==> config.mk <==
export PLATFORM = sky130hd
export DESIGN_NAME = packet_buffer_pool_allocator_core_flat
export DESIGN_NICKNAME = d
export VERILOG_FILES = /design/src/hdl/pbpa_pkg.sv /design/src/hdl/pbpa_if.sv /design/src/hdl/pbpa_cell.sv /design/src/hdl/packet_buffer_pool_allocator_core.sv /design/src/flat_wrapper.sv
export SDC_FILE = /design/constraint.sdc
export NUM_CORES = 1
export LEC_CHECK = 0
export BUFFER_PORTS_ARGS = -buffer_cell sky130_fd_sc_hd__buf_2
export CAP_MARGIN = 30
export CORE_MARGIN = 5
export CORE_UTILIZATION = 29
export DETAILED_ROUTE_END_ITERATION = 10
export GPL_TIMING_DRIVEN = 0
export PLACE_DENSITY_LB_ADDON = 0.1
export SYNTH_ARGS = -nofsm -noshare
export SYNTH_HDL_FRONTEND = slang
export SYNTH_SLANG_ARGS = --single-unit
==> constraint.sdc <==
create_clock -name clk -period 5.7 [get_ports clk]
set_clock_uncertainty 0.05 [all_clocks]
set_input_delay 1.71 -clock clk [delete_from_list [all_inputs] [get_ports clk]]
set_output_delay 1.71 -clock clk [all_outputs]
set_load 0.05 [all_outputs]
==> src/hdl/pbpa_pkg.sv <==
package pbpa_pkg;

  // pool depth and derived widths
  localparam int POOL_MAX = 16;
  localparam int ID_W     = $clog2(POOL_MAX);
  localparam int CNT_W    = $clog2(POOL_MAX + 1);
  localparam int CFG_W    = 5;

  // one list slot: buffer id and its lock bit travel together
  typedef struct packed {
    logic [ID_W-1:0] id;
    logic            lock;
  } pbpa_entry_t;

  // command broadcast to every cell of the list
  typedef struct packed {
    logic             rebuild;
    logic             give;
    logic             recycle;
    logic [ID_W-1:0]  rec_id;
    logic [ID_W-1:0]  last;
    logic [CNT_W-1:0] size;
  } pbpa_ctl_t;

  typedef enum logic {
    ST_IDLE,
    ST_COUNT
  } pbpa_state_t;

endpackage

==> src/hdl/pbpa_if.sv <==
// request channel
interface pbpa_req_if;
  logic                      valid;
  logic                      ready;
  logic                      mode;
  logic [pbpa_pkg::ID_W-1:0] buffer_id;

  modport source (output valid, mode, buffer_id, input ready);
  modport sink   (input valid, mode, buffer_id, output ready);
endinterface

// result channel
interface pbpa_rsp_if;
  logic                       valid;
  logic                       ready;
  logic                       ok;
  logic [pbpa_pkg::ID_W-1:0]  given_id;
  logic [pbpa_pkg::CNT_W-1:0] available_count;

  modport source (output valid, ok, given_id, available_count, input ready);
  modport sink   (input valid, ok, given_id, available_count, output ready);
endinterface

// pool size write channel
interface pbpa_cfg_if;
  logic                       valid;
  logic                       ready;
  logic [pbpa_pkg::CFG_W-1:0] data;

  modport source (output valid, data, input ready);
  modport sink   (input valid, data, output ready);
endinterface

==> src/hdl/pbpa_cell.sv <==
// One slot of the ordered buffer list. Shifts toward the front on a give,
// toward the back on a recycle, driven by its neighbors and a search flag.
module pbpa_cell (
  input  logic                          clk,
  input  logic                          rst_n,
  input  pbpa_pkg::pbpa_ctl_t           ctl_i,
  input  logic [pbpa_pkg::ID_W-1:0]     idx_i,
  input  pbpa_pkg::pbpa_entry_t         left_i,
  input  pbpa_pkg::pbpa_entry_t         right_i,
  input  pbpa_pkg::pbpa_entry_t         front_i,
  input  logic                          seen_i,
  input  logic                          run_i,
  output pbpa_pkg::pbpa_entry_t         ent_o,
  output logic                          seen_o,
  output logic                          run_o
);

  pbpa_pkg::pbpa_entry_t ent_r;
  pbpa_pkg::pbpa_entry_t ent_nxt;
  logic                  in_range;

  assign in_range = {1'b0, idx_i} < ctl_i.size;

  // search flag: recycled id found at or ahead of this slot
  assign seen_o = seen_i | (ent_r.id == ctl_i.rec_id);
  // run of unlocked slots from the front
  assign run_o  = run_i & in_range & ~ent_r.lock;
  assign ent_o  = ent_r;

  // next slot content
  always_comb begin
    ent_nxt = ent_r;
    if (ctl_i.rebuild) begin
      ent_nxt.id   = idx_i;
      ent_nxt.lock = 1'b0;
    end else if (ctl_i.give) begin
      if (idx_i == ctl_i.last) begin
        ent_nxt.id   = front_i.id;
        ent_nxt.lock = 1'b1;
      end else if (in_range) begin
        ent_nxt = right_i;
      end
    end else if (ctl_i.recycle) begin
      if (idx_i == '0) begin
        ent_nxt.id   = ctl_i.rec_id;
        ent_nxt.lock = 1'b0;
      end else if (!seen_i) begin
        ent_nxt = left_i;
      end
    end
  end

  always_ff @(posedge clk) begin
    if (!rst_n) begin
      ent_r.id   <= idx_i;
      ent_r.lock <= 1'b0;
    end else begin
      ent_r <= ent_nxt;
    end
  end

endmodule

==> src/hdl/packet_buffer_pool_allocator_core.sv <==
// Channel   Dir  Fields                               Transfer when
// in_req    in   mode, buffer_id                      valid & ready
// out_rsp   out  ok, given_id, available_count        valid & ready
// cfg_wr    in   data (pool size, saturates at 16)    valid & ready (ready held high)
//
// Per request, the list cells update on the accepting edge, then the count state
// counts the leading unlocked slots and loads the result register. New requests
// are taken only in idle. A waiting result does not block the next request; a
// request finishing while the result register is still full waits in the count state.
// Reset (synchronous, rst_n low) restores a full pool in ascending order.
module packet_buffer_pool_allocator_core (
  input  logic               clk,
  input  logic               rst_n,
  pbpa_req_if.sink           in_req,
  pbpa_rsp_if.source         out_rsp,
  pbpa_cfg_if.sink           cfg_wr
);

  pbpa_pkg::pbpa_state_t                 state_r;
  pbpa_pkg::pbpa_state_t                 state_nxt;
  logic [pbpa_pkg::CNT_W-1:0]            size_r;
  logic [pbpa_pkg::CNT_W-1:0]            size_nxt;
  logic                                  ok_r;
  logic [pbpa_pkg::ID_W-1:0]             given_r;
  logic                                  out_valid_r;
  logic                                  out_valid_nxt;
  logic                                  out_ok_r;
  logic [pbpa_pkg::ID_W-1:0]             out_given_r;
  logic [pbpa_pkg::CNT_W-1:0]            out_cnt_r;
  logic                                  load;
  logic                                  accept;
  logic                                  cfg_wr_en;
  logic                                  give_ok;
  logic                                  rec_ok;
  logic [pbpa_pkg::CNT_W-1:0]            avail;
  pbpa_pkg::pbpa_ctl_t                   ctl;
  pbpa_pkg::pbpa_entry_t                 ent [pbpa_pkg::POOL_MAX];
  logic [pbpa_pkg::POOL_MAX:0]           seen;
  logic [pbpa_pkg::POOL_MAX:0]           run;

  assign in_req.ready = (state_r == pbpa_pkg::ST_IDLE);
  assign cfg_wr.ready = 1'b1;
  assign accept       = in_req.valid & in_req.ready;
  assign cfg_wr_en    = cfg_wr.valid & cfg_wr.ready;

  // request qualification
  assign give_ok = (size_r != '0) & ~ent[0].lock;
  assign rec_ok  = {1'b0, in_req.buffer_id} < size_r;

  // command to the cells
  always_comb begin
    ctl.rebuild = cfg_wr_en;
    ctl.give    = accept & ~in_req.mode & give_ok;
    ctl.recycle = accept & in_req.mode & rec_ok;
    ctl.rec_id  = in_req.buffer_id;
    ctl.last    = pbpa_pkg::ID_W'(size_r - pbpa_pkg::CNT_W'(1));
    ctl.size    = size_r;
  end

  // list of cells
  assign seen[0] = 1'b0;
  assign run[0]  = 1'b1;
  for (genvar g = 0; g < pbpa_pkg::POOL_MAX; g++) begin : g_cell
    pbpa_cell u_cell (
      .clk     (clk),
      .rst_n   (rst_n),
      .ctl_i   (ctl),
      .idx_i   (pbpa_pkg::ID_W'(g)),
      .left_i  (ent[(g == 0) ? 0 : g - 1]),
      .right_i (ent[(g == pbpa_pkg::POOL_MAX - 1) ? g : g + 1]),
      .front_i (ent[0]),
      .seen_i  (seen[g]),
      .run_i   (run[g]),
      .ent_o   (ent[g]),
      .seen_o  (seen[g+1]),
      .run_o   (run[g+1])
    );
  end

  // leading unlocked slots
  always_comb begin
    avail = '0;
    for (int i = 1; i <= pbpa_pkg::POOL_MAX; i++) begin
      avail = avail + pbpa_pkg::CNT_W'(run[i]);
    end
  end

  // pool size register
  always_comb begin
    size_nxt = size_r;
    if (cfg_wr_en) begin
      if (int'(cfg_wr.data) > pbpa_pkg::POOL_MAX) begin
        size_nxt = pbpa_pkg::CNT_W'(pbpa_pkg::POOL_MAX);
      end else begin
        size_nxt = pbpa_pkg::CNT_W'(cfg_wr.data);
      end
    end
  end

  // sequencer and output register control
  always_comb begin
    state_nxt     = state_r;
    load          = 1'b0;
    out_valid_nxt = out_valid_r;
    if (out_rsp.ready) begin
      out_valid_nxt = 1'b0;
    end
    case (state_r)
      pbpa_pkg::ST_IDLE: begin
        if (accept) begin
          state_nxt = pbpa_pkg::ST_COUNT;
        end
      end
      pbpa_pkg::ST_COUNT: begin
        if (!out_valid_r || out_rsp.ready) begin
          load          = 1'b1;
          out_valid_nxt = 1'b1;
          state_nxt     = pbpa_pkg::ST_IDLE;
        end
      end
      default: begin
        state_nxt = pbpa_pkg::ST_IDLE;
      end
    endcase
  end

  always_ff @(posedge clk) begin
    if (!rst_n) begin
      state_r     <= pbpa_pkg::ST_IDLE;
      size_r      <= pbpa_pkg::CNT_W'(pbpa_pkg::POOL_MAX);
      out_valid_r <= 1'b0;
    end else begin
      state_r     <= state_nxt;
      size_r      <= size_nxt;
      out_valid_r <= out_valid_nxt;
    end
  end

  // result payload
  always_ff @(posedge clk) begin
    if (accept) begin
      ok_r    <= in_req.mode ? rec_ok : give_ok;
      given_r <= (!in_req.mode && give_ok) ? ent[0].id : '0;
    end
    if (load) begin
      out_ok_r    <= ok_r;
      out_given_r <= given_r;
      out_cnt_r   <= avail;
    end
  end

  assign out_rsp.valid           = out_valid_r;
  assign out_rsp.ok              = out_ok_r;
  assign out_rsp.given_id        = out_given_r;
  assign out_rsp.available_count = out_cnt_r;

`ifndef SYNTHESIS
  a_accept_to_count: assert property (@(posedge clk) disable iff (!rst_n)
    accept |=> state_r == pbpa_pkg::ST_COUNT)
    else $error("request did not move to count state");

  a_count_in_pool: assert property (@(posedge clk) disable iff (!rst_n)
    load |-> avail <= size_r)
    else $error("available count exceeds pool size");

  a_failed_give_holds: assert property (@(posedge clk) disable iff (!rst_n)
    accept && !in_req.mode && !give_ok && !cfg_wr_en |=> $stable(ent[0]))
    else $error("failed give changed the list front");

  a_given_needs_ok: assert property (@(posedge clk) disable iff (!rst_n)
    out_valid_r && (out_given_r != '0) |-> out_ok_r)
    else $error("buffer id handed out on a failed request");
`endif

endmodule

==> src/flat_wrapper.sv <==
// flat-port wrapper written by rule: the top's interface ports become plain ports
module packet_buffer_pool_allocator_core_flat 
  (clk, rst_n, in_req_valid, in_req_mode, in_req_buffer_id, in_req_ready, out_rsp_valid, out_rsp_ok, out_rsp_given_id, out_rsp_available_count, out_rsp_ready, cfg_wr_valid, cfg_wr_data, cfg_wr_ready);
  pbpa_req_if in_req_i ();
  pbpa_rsp_if out_rsp_i ();
  pbpa_cfg_if cfg_wr_i ();
  input  logic clk;
  input  logic rst_n;
  input wire logic [$bits(in_req_i.valid)-1:0] in_req_valid;
  input wire logic [$bits(in_req_i.mode)-1:0] in_req_mode;
  input wire logic [$bits(in_req_i.buffer_id)-1:0] in_req_buffer_id;
  output wire logic [$bits(in_req_i.ready)-1:0] in_req_ready;
  output wire logic [$bits(out_rsp_i.valid)-1:0] out_rsp_valid;
  output wire logic [$bits(out_rsp_i.ok)-1:0] out_rsp_ok;
  output wire logic [$bits(out_rsp_i.given_id)-1:0] out_rsp_given_id;
  output wire logic [$bits(out_rsp_i.available_count)-1:0] out_rsp_available_count;
  input wire logic [$bits(out_rsp_i.ready)-1:0] out_rsp_ready;
  input wire logic [$bits(cfg_wr_i.valid)-1:0] cfg_wr_valid;
  input wire logic [$bits(cfg_wr_i.data)-1:0] cfg_wr_data;
  output wire logic [$bits(cfg_wr_i.ready)-1:0] cfg_wr_ready;
  assign in_req_i.valid = in_req_valid;
  assign in_req_i.mode = in_req_mode;
  assign in_req_i.buffer_id = in_req_buffer_id;
  assign in_req_ready = in_req_i.ready;
  assign out_rsp_valid = out_rsp_i.valid;
  assign out_rsp_ok = out_rsp_i.ok;
  assign out_rsp_given_id = out_rsp_i.given_id;
  assign out_rsp_available_count = out_rsp_i.available_count;
  assign out_rsp_i.ready = out_rsp_ready;
  assign cfg_wr_i.valid = cfg_wr_valid;
  assign cfg_wr_i.data = cfg_wr_data;
  assign cfg_wr_ready = cfg_wr_i.ready;
  packet_buffer_pool_allocator_core u_core (.clk(clk), .rst_n(rst_n), .in_req(in_req_i), .out_rsp(out_rsp_i), .cfg_wr(cfg_wr_i));
endmodule
Yosys cells after proc, flatten, opt, wreduce, memory -nomap -nowiden

Cells that the tools add are included.

Equal/unequal tests: 63
Reduce and logical (&&, ||, !) cells: 25
Multiply operators: 0
$add $sub $neg: 16
Divide/modulo/power cells: 0
Order comparisons: 18
Muxes and demuxes: 88
Shift operators: 0
Bitwise operators: 70

Operators with widths:

| operator              | number |
|---|---|
| $mux W5               | 79 |
| $add A5 B1 Y5         | 14 |
| $eq A4 B4 Y1          | 15 |
| $reduce_and A3 Y1     | 16 |
| $ne A3 B3 Y1 const B  | 15 |
| $lt A4 B5 Y1 const A  | 8 |
| $and A1 B1 Y1         | 37 |
| $eq A4 B4 Y1 const A  | 8 |
| $ne A2 B1 Y1 const B  | 15 |
| $lt A3 B5 Y1 const A  | 4 |
| $not A1 Y1            | 19 |
| $eq A3 B4 Y1 const A  | 4 |
| $or A1 B1 Y1          | 14 |
| $lt A1 B5 Y1 const A  | 2 |
| $lt A2 B5 Y1 const A  | 2 |
| $eq A2 B4 Y1 const A  | 2 |
| $mux W1               | 8 |
| $ne A2 B2 Y1 const B  | 3 |
| $gt A5 B5 Y1 const B  | 1 |
| $lt A4 B5 Y1          | 1 |
| $reduce_bool A5 Y1    | 1 |
| $eq A1 B4 Y1 const A  | 1 |
| $logic_not A4 Y1      | 1 |
| $sub A4 B1 Y4 const B | 1 |
| 8 further kinds       | 9 |

Memories kept: 0
Logic and storage cells: 320
ROM bits: 0
Output and inout port bits: 13
Input port bits: 15
Flip-flop bits (word level): 102
Bits in writable memories: 0
Bits in latches: 0

Longest topological paths before layout

Gate-level depths: netlist of run 1.

Depth in word-level cells: 33
Mapped depth: 19
Gate-level depth less buffers: 18

By module

A second synthesis of run 1 with hierarchy kept.

Cells, all modules: 1165
Area, all modules: 11026.8 µm²

Modules (own cells, without submodules):

| module                            | cells an instance | area an instance (µm²) | sequential area each (µm²) | times used |
|---|---|---|---|---|
| pbpa_cell                         | 65                | 605.6                  | 140.1                      | 16 |
| packet_buffer_pool_allocator_core | 125               | 1337.5                 | 590.6                      | 1 |

Worst setup path before layout of run 1

Ideal clock, no wire load.

Kind: reg-to-reg
From: reg u_core.size_r[2] (netlist name)
To: reg u_core.out_cnt_r (netlist bit u_core.out_rsp.available_count[2]), data pin
Library setup time: 258 ps
Arrival: 4684 ps
Setup slack: 709 ps
Cell stages (with the launch flop): 18
Clock period less this slack: 4991 ps
Cell sequence: dfxtp_1 > buf_4 > o21ai_2 > a2111oi_2 > and4b_1 > nand4_1 > a211o_1 > nor3_1 > fa_1 > inv_1 > fa_1 > fa_1 > inv_1 > fa_1 > inv_1 > fa_1 > fa_1 > xnor2_1

Cells in the longest elaborated chain, start to end: 33
Elaborated cells on any way between the ends: 62
Classes of those cells: 15 x add/sub; 16 x order compare; 31 x bitwise

Ends and longest elaborated chain:

| item                                                  | line                                     | RTL |
|---|---|---|
| from (decl)                                           | packet_buffer_pool_allocator_core.sv:21  | `logic [pbpa_pkg::CNT_W-1:0] size_r;` |
| from (signal assigned)                                | packet_buffer_pool_allocator_core.sv:130 | `size_r <= pbpa_pkg::CNT_W'(pbpa_pkg::POOL_MAX);` |
| from (signal assigned)                                | packet_buffer_pool_allocator_core.sv:134 | `size_r <= size_nxt;` |
| branches (longest 32 deep; another with $lt A1 B5 Y1) | -                                        |  |
| $add A5 B1 Y5 *                                       | packet_buffer_pool_allocator_core.sv:84  | `avail = avail + pbpa_pkg::CNT_W'(run[i]);` |
| named net u_core.avail (one bit)                      | packet_buffer_pool_allocator_core.sv:35  | `logic [pbpa_pkg::CNT_W-1:0] avail;` |
| to (signal assigned)                                  | packet_buffer_pool_allocator_core.sv:148 | `out_cnt_r <= avail;` |
| to (decl)                                             | packet_buffer_pool_allocator_core.sv:29  | `logic [pbpa_pkg::CNT_W-1:0] out_cnt_r;` |

Mark *: on every way through the listed nets, which the timed path passes.
A chain may end at the register's enable or synchronous reset.

Final worst setup path of run 1

From: reg u_core.size_r[0] (netlist name)
To: reg u_core.out_cnt_r (netlist bit u_core.out_rsp.available_count[2]), data pin

The elaborated chain is that of the path after synthesis.

==> metrics.txt, run 1 <==
starting DRC count in detailed routing 495; max-cap viol count 0; n_diodes 0; top post-synthesis cells by area dfxtp_1 24%, mux2i_1 6.7%, edfxtp_1 6.3%; die width 168 um; endpoints failing setup 0; Setup CP Type reg2reg; Power Density 293 nW/um2; antenna violations before repair 0; peak supply drop 218 uV; Fill cells 2,663; WP data required 5.76 ns; number of flops mapped to enable cells by yosys 15; # rows 57; Detailed Route WL 28.7 mm; num ports 28; sequential cell area 2190 um2; fraction of layout cells with a size suffix above 1 11.0%; maximum clock path buffer count 2; number of buffers created by CTS 9; HPWL Detailed 21.4 mm; Final Cell Area 8050 um2; fin nets 941; Tot GR Track Use 20.1%; wire length per cell 23.2 um; most frequent cells in the layout 98 x nor2_1, 87 x dfxtp_1, 85 x nand2_1; Yosys cell types 75; RSZ-0062 raised after global routing false; DR DRC count 0; fmax 183 MHz; post-synth top area cell dfxtp_1; Synth Area per Inst 8.25 um2; first-pass iteration count of the detailed router 5; worst-path fanout max 10; vias in the first global route 6,662; crit path launch type flip-flop; Final Hold Fails 0; Core Footprint 24,400 um2; vias per cell 5.53; post-synthesis net count 906; hold crit path type reg2reg; Clock transition at path regs 0.07 ns; Slew @ Worst Pin 1.01 ns; largest net degree at the start of global routing 17; commonest non-fill, non-tap cell in the layout nor2_1; total gr overflow 0; clk sinks 102; synthesized cell area 7200 um2; status finished clean; min Tclk post-route 5.46 ns; CTS tree yes; Area growth syn-to-layout 11.8%; Synth Flop Type dfxtp_1; Final Wtd Congestion 0.897; Yosys Warn Count 0; H-tree depth 3; Slew Limit Headroom 32.8%; clk_lat worst skew 0.36 ns; register area share after synthesis 30.4%; Crit. End Element flip-flop; final core utilization 33.0%; clock root cell clkbuf_16; Max Slew Vio Count 0; area taken by multi-input logic gates 4620 um2; fin crit share 95.8%; Synth top area share 24.2%; Vias 6,835; Post-Synthesis Cells 873; Die Y 168 um; crit path DAT 5.52 ns; Synth async-reset ratio 0%; Design Power 2.36 mW; DP Area 7720 um2; I/O Buffers 24; setup TNS 0 ns; die area 28,100 um2; Antenna Violating Nets Remaining 0; first-pass GRT wire length 43.1 mm; initial core utilization 29.5%; Leak 2.86 nW; #FFs+latches synth 102
-- synth_stat cells (all sizes together) (8+ instances only) --
master  instances
a311oi         10
buf            31
a211o          21
fa             10
ha              8
nor3           25
nand3          25
dfxtp          87
or3            11
nor2b           9
o21ai          37
clkbuf         30
o221ai         10
and2           10
xnor2          26
inv            30
edfxtp         15
a211oi         22
nand4          14
mux2i          48
nand2          85
o211ai         17
nor4           20
nor2          100
a21oi          58
xor2           36
-- per-stage QoR --
| step | std cells | worst slack (ns) | hold slack (ns) |
|---|---|---|---|
| global placement | 1221 | 0.0115 | 0.351 |
| detailed placement | 1221 | 0.0683 | 0.356 |
| finish | 1237 | 0.240 | 0.373 |
| global route | 1237 | 0.0461 | 0.385 |
| CTS | 1237 | 0.0664 | 0.374 |
| floorplan | 873 | 0.709 | 0.350 |
-- area by class of cell --
class | count | share of cell area [%]
Inverter | 31 | 1.45
Multi-Input combinational cell | 679 | 57.4
Timing Repair Buffer | 24 | 1.49
Clock buffer | 10 | 2.85
Buffer | 61 | 3.72
Sequential cell | 102 | 27.2
Clock inverter | 6 | 0.777
Tap cell | 324 | 5.04
-- layer usage --
| metal | part of all wire [%] | vias to the layer above | track usage, % |
|---|---|---|---|
| li1 | - | 3254 | - |
| met1 | 48 | 3304 | 28.4 |
| met2 | 43 | 227 | 30.1 |
| met3 | 5.9 | 50 | 4.17 |
| met4 | 3.4 | 0 | 7.48 |
| met5 | 0 | - | 0 |
-- worst max-delay path, cell delays in order (launching register included) --
cell	delay [ns]
dfxtp_1	0.37
buf_2	0.22
or2_2	0.36
clkbuf_1	0.30
nor2_2	0.33
nor2_1	0.08
ha_1	0.33
fa_1	0.52
inv_1	0.06
fa_1	0.47
fa_1	0.52
inv_1	0.05
fa_1	0.48
inv_1	0.05
fa_1	0.45
fa_1	0.45
xnor2_1	0.14
-- path summary, 6_finish.rpt --
| check | slack (ns) | start | to | depth (start not counted) |
|---|---|---|---|---|
| worst max-delay path | 0.24 | u_core.size_r[0] | u_core.out_rsp.available_count[2] | 16 |
| worst min-delay path | 0.37 | u_core.given_r[1] | u_core.out_rsp.given_id[1] | 0 |
| worst max register to register | 0.24 | u_core.size_r[0] | u_core.out_rsp.available_count[2] | 16 |
| worst min register to register | 0.37 | u_core.given_r[1] | u_core.out_rsp.given_id[1] | 0 |
-- report_power, final --
part,switching (mW),total [mW],internal (mW)
clock,0.300,0.640,0.340
sequential,0.0380,0.842,0.804
combinational,0.557,0.875,0.317
-- kinds of logic after synthesis --
kind of cell    synth area share (%)
simple gates                    23.3
compound gates                  22.0
mux                             6.83
other cells                   0.0521
buf+inv                         5.73
xor+xnor                        7.54
flops                           30.4
fa+ha+maj                       4.17
-- registers in the layout, summed over array words and instances (netlist names) --
register and flops:
u_core.state_r 1, u_core.out_rsp.ok 1, u_core.g_cell.u_cell.ent_o 80, u_core.ok_r 1, u_core.out_rsp.available_count 5, u_core.out_rsp.given_id 4, u_core.size_r 5, u_core.out_rsp.valid 1
u_core.given_r 4
-- timing repair --
| action | CTS | global route |
|---|---|---|
| hold buffers | 0 | 0 |
| endpoints found under the hold margin | 0 | 0 |
| setup endpoints to repair | 0 | 4 |
| gates resized for setup | 0 | 6 |
| setup buffers | 0 | 0 |
Power figures use the tool's default switching activity.
==> inputs of run 2 (changes only) <==
--- a/config.mk
+++ b/config.mk
@@ -7,7 +7,6 @@
 export LEC_CHECK = 0
 export BUFFER_PORTS_ARGS = -buffer_cell sky130_fd_sc_hd__buf_2
 export CAP_MARGIN = 30
-export CORE_MARGIN = 5
 export CORE_UTILIZATION = 29
 export DETAILED_ROUTE_END_ITERATION = 10
 export GPL_TIMING_DRIVEN = 0
==> constraint.sdc (replaced) <==
create_clock -name clk -period 6.53 [get_ports clk]
set_clock_uncertainty 0.05 [all_clocks]
set_input_delay 1.959 -clock clk [delete_from_list [all_inputs] [get_ports clk]]
set_output_delay 1.959 -clock clk [all_outputs]
set_load 0.05 [all_outputs]
==> metrics.txt, run 2 (same netlist as run 1, synthesis figures left out) <==
status finished clean; # hold bufs at CTS 0 (unchanged); starting DRC count in detailed routing 589 (+19%); Clock transition at path regs 0.07 ns (about the same); max reg flops 80 (unchanged); WP data required 6.58 ns (+0.82 ns); Power Density 260 nW/um2 (-11%); R2R setup slack 0.88 ns (+0.64 ns); Slew @ Worst Pin 1.03 ns (+0.0216 ns); final core utilization 33.1% (+0.13 points); max-cap viol count 0 (unchanged); Crit path largest cell delay 0.56 ns (+0.04 ns); peak supply drop 172 uV (-21%); Max Slew Vio Count 0 (unchanged); die width 160 um (-4.8%); fin nets 941 (unchanged); Setup CP Type reg2reg; Critical Path, Cell by Cell clkbuf_1 > nor4_1 > and4b_1 > nand4_1 > a211o_1 > nor3_1 > fa_1 > inv_1 > fa_1 > fa_1 > inv_1 > fa_1 > inv_1 > fa_1 > fa_1 > xnor2_1; RSZ-0062 raised after global routing false; commonest non-fill, non-tap cell in the layout nor2_1; wire length per cell 23.1 um (-0.70%); I/O Buffers 24 (unchanged); HPWL Detailed 21.2 mm (-0.83%); Crit. End Element flip-flop; reg-to-reg startpoint u_core.g_cell[0].u_cell.ent_o[0]; Core Footprint 24,300 um2 (-0.29%); final worst slack 0.879 ns (+0.640 ns); crit path DAT 5.70 ns (+0.18 ns); fin crit share 86.5% (-9.3 points); hold crit path type reg2reg; fin cells 1,237 (unchanged); setup TNS 0 ns (unchanged); H-tree depth 3 (unchanged); worst-path fanout max 10 (unchanged); total gr overflow 0 (unchanged); Die Y 160 um (-4.8%); slowest stage cell, crit path nor4_1; clock root cell clkbuf_16; Vias 6,885 (+0.73%); destination of the worst hold path u_core.out_rsp.ok; Antenna Violating Nets Remaining 0 (unchanged); Slew Limit Headroom 31.5% (-1.3 points); number of buffers created by CTS 9 (unchanged); initial core utilization 29.6% (+0.087 points); Leak 2.88 nW (+0.73%); CTS tree yes; num ports 28 (unchanged); min Tclk post-route 5.65 ns (+0.190 ns); n_diodes 0 (unchanged); Detailed Route WL 28.5 mm (-0.70%); final hold slack 0.367 ns (-0.00537 ns); CTS resizes 0 (unchanged); Hold Crit Start u_core.ok_r; endpoints failing setup 0 (unchanged); Final Hold Fails 0 (unchanged); fraction of layout cells with a size suffix above 1 10.6% (-0.33 points); Area growth syn-to-layout 11.9% (about the same); # rows 57 (unchanged); vias per cell 5.57 (+0.73%); setup slack at placement 0.895 ns (+0.826 ns); clk_lat worst skew 0.37 ns (about the same); RR Endpoint u_core.out_rsp.available_count[2]; Fill cells 2,622 (-1.5%); CP most frequent cell fa_1; maximum clock path buffer count 2 (unchanged); largest net degree at the start of global routing 16 (-1); Reg2Reg Depth 16 (unchanged); antenna violations before repair 0 (unchanged); die area 25,500 um2 (-9.3%); hold path depth 0 (unchanged); post-CTS setup buffers 0 (unchanged); placed cell count 1,221 (unchanged); clk sinks 102 (unchanged); Final Wtd Congestion 0.897 (about the same); most frequent cells in the layout 100 x nor2_1, 87 x dfxtp_1, 85 x nand2_1; first-pass iteration count of the detailed router 5 (unchanged); fmax 177 MHz (-3.4%); Tot GR Track Use 22.6% (+2.6 points); Buf/Inv on CP 4 (-1); DR DRC count 0 (unchanged); first-pass GRT wire length 43.3 mm (+0.51%); crit path launch type flip-flop; vias in the first global route 6,731 (+1.0%); CP top delay family adder cells
[run 2: cell types whose count changed in the layout (fill, tap and decap cells not counted), sizes merged]
cell,change
clkbuf,+3
buf,+1
clkinvlp,-2
clkinv,-2
[run 2: cell type report]
type                    count  area, um2  area share, %
plain buffers              61        297           3.68
clock buffers              14        295           3.67
clock inverters             2       35.0          0.435
inverters                  31        116           1.44
multi-input cells         679       4590           57.0
flip-flops and latches    102       2190           27.2
well taps                 324        405           5.03
repair buffers             24        120           1.49
[run 2: worst max-delay path by stage]
stage                                           from                                 to  slack, ns  cells after the start
finish              u_core.g_cell[0].u_cell.ent_o[0]  u_core.out_rsp.available_count[2]       0.88                     16
global route        u_core.g_cell[0].u_cell.ent_o[0]  u_core.out_rsp.available_count[4]       0.64                     17
CTS                 u_core.g_cell[0].u_cell.ent_o[0]  u_core.out_rsp.available_count[4]       0.89                     17
detailed placement  u_core.g_cell[0].u_cell.ent_o[0]  u_core.out_rsp.available_count[2]       0.89                     16
global placement    u_core.g_cell[0].u_cell.ent_o[0]  u_core.out_rsp.available_count[2]       0.90                     16
floorplan                           u_core.size_r[2]  u_core.out_rsp.available_count[2]       1.54                     17
[run 2: metal layers]
| metal | GRT usage, % | up-vias | share of wire [%] |
|---|---|---|---|
| met5 | 0 | - | 0 |
| met4 | 7.82 | 0 | 2.5 |
| met1 | 32.2 | 3368 | 48 |
| met3 | 2.94 | 36 | 4.8 |
| li1 | - | 3249 | - |
| met2 | 35.0 | 232 | 44 |
[run 2: power by group]
part | internal [mW] | switching, mW
sequential | 0.702 | 0.0318
clock | 0.352 | 0.256
combinational | 0.272 | 0.482
[run 2: stage by stage]
stage | power [mW] | area [um2]
2_1_floorplan | 1.29 | 7200
3_3_place_gp | 1.50 | 7720
3_5_place_dp | 1.50 | 7720
4_1_cts | 2.11 | 8060
5_1_grt | 2.23 | 8060
6_report | 2.10 | 8060
